### config.mk
export PLATFORM = sky130hd
export DESIGN_NAME = npk_align
export DESIGN_NICKNAME = d
export VERILOG_FILES = /design/src/hdl/npk_pkg.sv /design/src/hdl/npk_align.sv
export SDC_FILE = /design/constraint.sdc
export NUM_CORES = 1
export LEC_CHECK = 0
export BUFFER_PORTS_ARGS = -buffer_cell sky130_fd_sc_hd__buf_2
export CORE_ASPECT_RATIO = 1.5
export CORE_MARGIN = 1
export CORE_UTILIZATION = 43
export DETAILED_ROUTE_END_ITERATION = 16
export GPL_TIMING_DRIVEN = 0
export PLACE_DENSITY = 0.83
export SLEW_MARGIN = 20
export SYNTH_ARGS = -nofsm -noshare
export SYNTH_HDL_FRONTEND = slang
export SYNTH_SLANG_ARGS = --single-unit
### constraint.sdc
create_clock -name vclk -period 1.2
set_input_delay 0.06 -clock vclk [all_inputs]
set_output_delay 0.06 -clock vclk [all_outputs]
set_load 0.05 [all_outputs]
### src/hdl/npk_pkg.sv
package npk_pkg;

  localparam int STORE_BYTES = 4096;
  localparam int ADDR_W      = $clog2(STORE_BYTES);
  localparam int CAP_BITS    = STORE_BYTES * 8;
  localparam int POS_W       = $clog2(CAP_BITS + 1);
  localparam int USED_W      = POS_W - 3;

  typedef enum logic [1:0] {
    OP_WRITE        = 2'd0,
    OP_READ         = 2'd1,
    OP_REWIND_READ  = 2'd2,
    OP_REWIND_WRITE = 2'd3
  } op_e;

  typedef enum logic [1:0] {
    ST_OK    = 2'd0,
    ST_FULL  = 2'd1,
    ST_EMPTY = 2'd2
  } status_e;

  // bit offsets inside the addressed store byte for the writer and the reader
  typedef struct packed {
    logic [2:0] wr_sh;
    logic [2:0] rd_sh;
  } align_ctl_t;

endpackage

### src/hdl/npk_align.sv
module npk_align
  import npk_pkg::*;
(
  input  align_ctl_t  ctl_i,
  input  logic [8:0]  wr_val_i,
  input  logic [7:0]  old_lo_i,
  input  logic [15:0] rd_pair_i,
  output logic [7:0]  wr_lo_o,
  output logic [7:0]  wr_hi_o,
  output logic [7:0]  rd_byte_o,
  output logic        rd_end_o
);

  logic [15:0] wr_word;
  logic [7:0]  keep_mask;
  logic [15:0] rd_word;

  always_comb begin
    wr_word   = {7'd0, wr_val_i} << ctl_i.wr_sh;
    // keep the bits below the write position, replace the rest
    keep_mask = (8'd1 << ctl_i.wr_sh) - 8'd1;
    wr_lo_o   = (old_lo_i & keep_mask) | wr_word[7:0];
    wr_hi_o   = wr_word[15:8];

    rd_word   = rd_pair_i >> ctl_i.rd_sh;
    rd_byte_o = rd_word[7:0];
    rd_end_o  = ~rd_word[8];
  end

endmodule
==> flow_summary_export.csv <==
group,metric,value,unit
route,drt_wl_total,2897,microns
synthesis,synthTopCellsByArea,"mux2i_1 30%, mux2_2 15%, a221o_1 8.3%",
synthesis,yosysTopAreaCellShare,29.72,%
synthesis,avgSynthCellArea,8.255,sq um
setup_path,path_cells,"buf_12, mux2_4, mux4_2, buf_8",
setup_path,cp.arrival,1160,ps
placed_design,dpl.hpwl,2148,microns
setup_path,critPathSlowestCell,"mux4_2",
final_layout,nFlopsAndLatches,0,
sta,relSlewSlack,71.00,%
final_layout,fill_cells,104,
final_layout,mostFrequentLayoutCells,"46 x buf_2, 14 x mux2i_1, 12 x buf_4",
power_and_ir_drop,p_leak,0.6922,nW
setup_path,startpoint_type,"input pin",
sta,setup_viol,1,
synthesis,yosysSeqAreaShare,0,%
job,drv_cap,0,
route,drc_errors,0,
grt,grt_max_degree,11,
sta,finalWorstSetupSlack,-20.98,ps
route,viasPerCell,6.065,
power_and_ir_drop,vdd.ir_drop.worst,0.0004154,V
synthesis,syn_inst,102,
route,wire_per_inst,15.66,microns
route,drtIter0Drc,21,
grt,antenna_found_initial,0,
sta,fin_crit,1221,ps
final_layout,diodes,0,
final_layout,final_common_cell,"buf_2",
route,vias,1122,
final_layout,syn_to_final_growth,76.97,%
sta,fmax,819.0,MHz
setup_path,cpPeakStageDelay,490,ps
floorplan,start_util,46.00,%
route,firstDrtPassIters,4,
sta,rsz0062_at_grt,"true",
sta,max_slew.worst_pin.slew,434.2,ps
synthesis,synth_area,842.1,sq um
final_layout,drive_above_1_share,71.34,%
final_layout,regArea,0,sq um
final_layout,clock_buffers,0,
grt,gr-total-overflow,0,
floorplan,row_count,19,
floorplan,die_h,56.20,microns
floorplan,dieArea,2143,sq um
floorplan,boundaryPins,64,
power_and_ir_drop,fin_total_pwr,0.001012,W
setup_path,critical_path_class,"in2out",
setup_path,critical_path_peak_fanout,5,
grt,grt.total_usage,24.88,%
synthesis,yosysTopAreaCell,"mux2i_1",
grt,grt_pass1_vias,1045,
sta,fin_crit_sh,101.7,%
placed_design,portBuffers,59,
sta,hold_slack,533.3,ps
synthesis,syn-num-nets,141,
floorplan,coreArea,1831,sq um
grt,grt_pass1_wl,4119,microns
power_and_ir_drop,power_density,678.9,nW/um^2
synthesis,synth_warnings,0,
sta,slew_viol_final,0,
setup_path,endpoint_kind,"output port",
setup_path,cp.required,1140,ps
hold_path,hp-class,"in2out",
outcome,status,"complete, but fails checks",
floorplan,fp.dieW,38.13,microns
placed_design,gp_congestion,0.7649,
route,ant_nets,0,
final_layout,nNetsFinal,205,
sta,finalHoldViolations,0,
synthesis,ys_types,28,
outcome,violations,"setup timing",
[cell usage after synthesis (2+ instances only)]
master    instances
nand3_1           2
nor2_1            8
buf_2             5
mux2_2           11
o22ai_1           9
nand2b_1          2
o21ai_0           3
mux4_2            2
nand2_1           3
mux2_4            4
a21oi_1           4
a221o_1           7
mux2i_1          25
nor2b_1           3
[per-stage QoR]
step,util (%),instance area [sq um],TNS (ps),std cells,setup slack (ps)
final,81.41,1490,-20.98,185,-20.98
after global routing,81.41,1490,-37.24,185,-31.10
after CTS,77.99,1428,-19.92,184,-19.92
after detailed placement,68.56,1255,-2336,182,-166.4
after global placement,68.56,1255,-1992,182,-175.5
after floorplan,-,933.4,-497.9,102,-205.0
[cell families (layout without fill, tap and decap cells)]
logic type	count (synthesis)	in the layout	synth area share, %
multiplexers	42	42	56.91
AO/OA/AOI/OAI	26	26	21.99
AND/OR/NAND/NOR	24	24	14.56
buffers and inverters	10	72	6.536
[cell type report]
type	count	area, sq um	share of cell area, %
Buffer	8	93.84	6.297
Multi-Input combinational cell	92	949.7	63.73
Tap cell	21	26.28	1.763
Inverter	2	7.507	0.5038
Timing Repair Buffer	62	412.9	27.71
[layer usage]
metal | vias to the layer above | share of wire, % | track usage [%]
met2 | 57 | 60 | 56.17
met4 | 0 | 0 | 0
met1 | 532 | 35 | 22.31
li1 | 533 | - | -
met3 | 0 | 5.0 | 0
met5 | - | 0 | 0
[power breakdown]
part	internal (W)	switching [W]	total [W]	leakage, nW
clock network	0	0	0	0
logic	0.000406	0.000606	0.00101	0.692
registers	0	0	0	0
[worst max-delay path: cells and delay by family]
kind / cells / cell delay, ps
multiplexers: 2 / 820
buffers and inverters: 2 / 280
[worst paths after layout]
check,end,depth (start not counted),from,slack [ps]
setup / recovery,rd_byte_o[4],4,ctl_i[1],-20
hold / removal,wr_lo_o[3],4,old_lo_i[3],530
[what timing repair did]
action                                  4_1_cts  5_1_grt
hold buffers                                  0        0
gates cloned                                  1        1
gates resized for setup                      36       17
pin swaps                                     2        0
endpoints found under the setup margin       22       12
buffers inserted                              1        0
(Power assumes the default switching activity.)
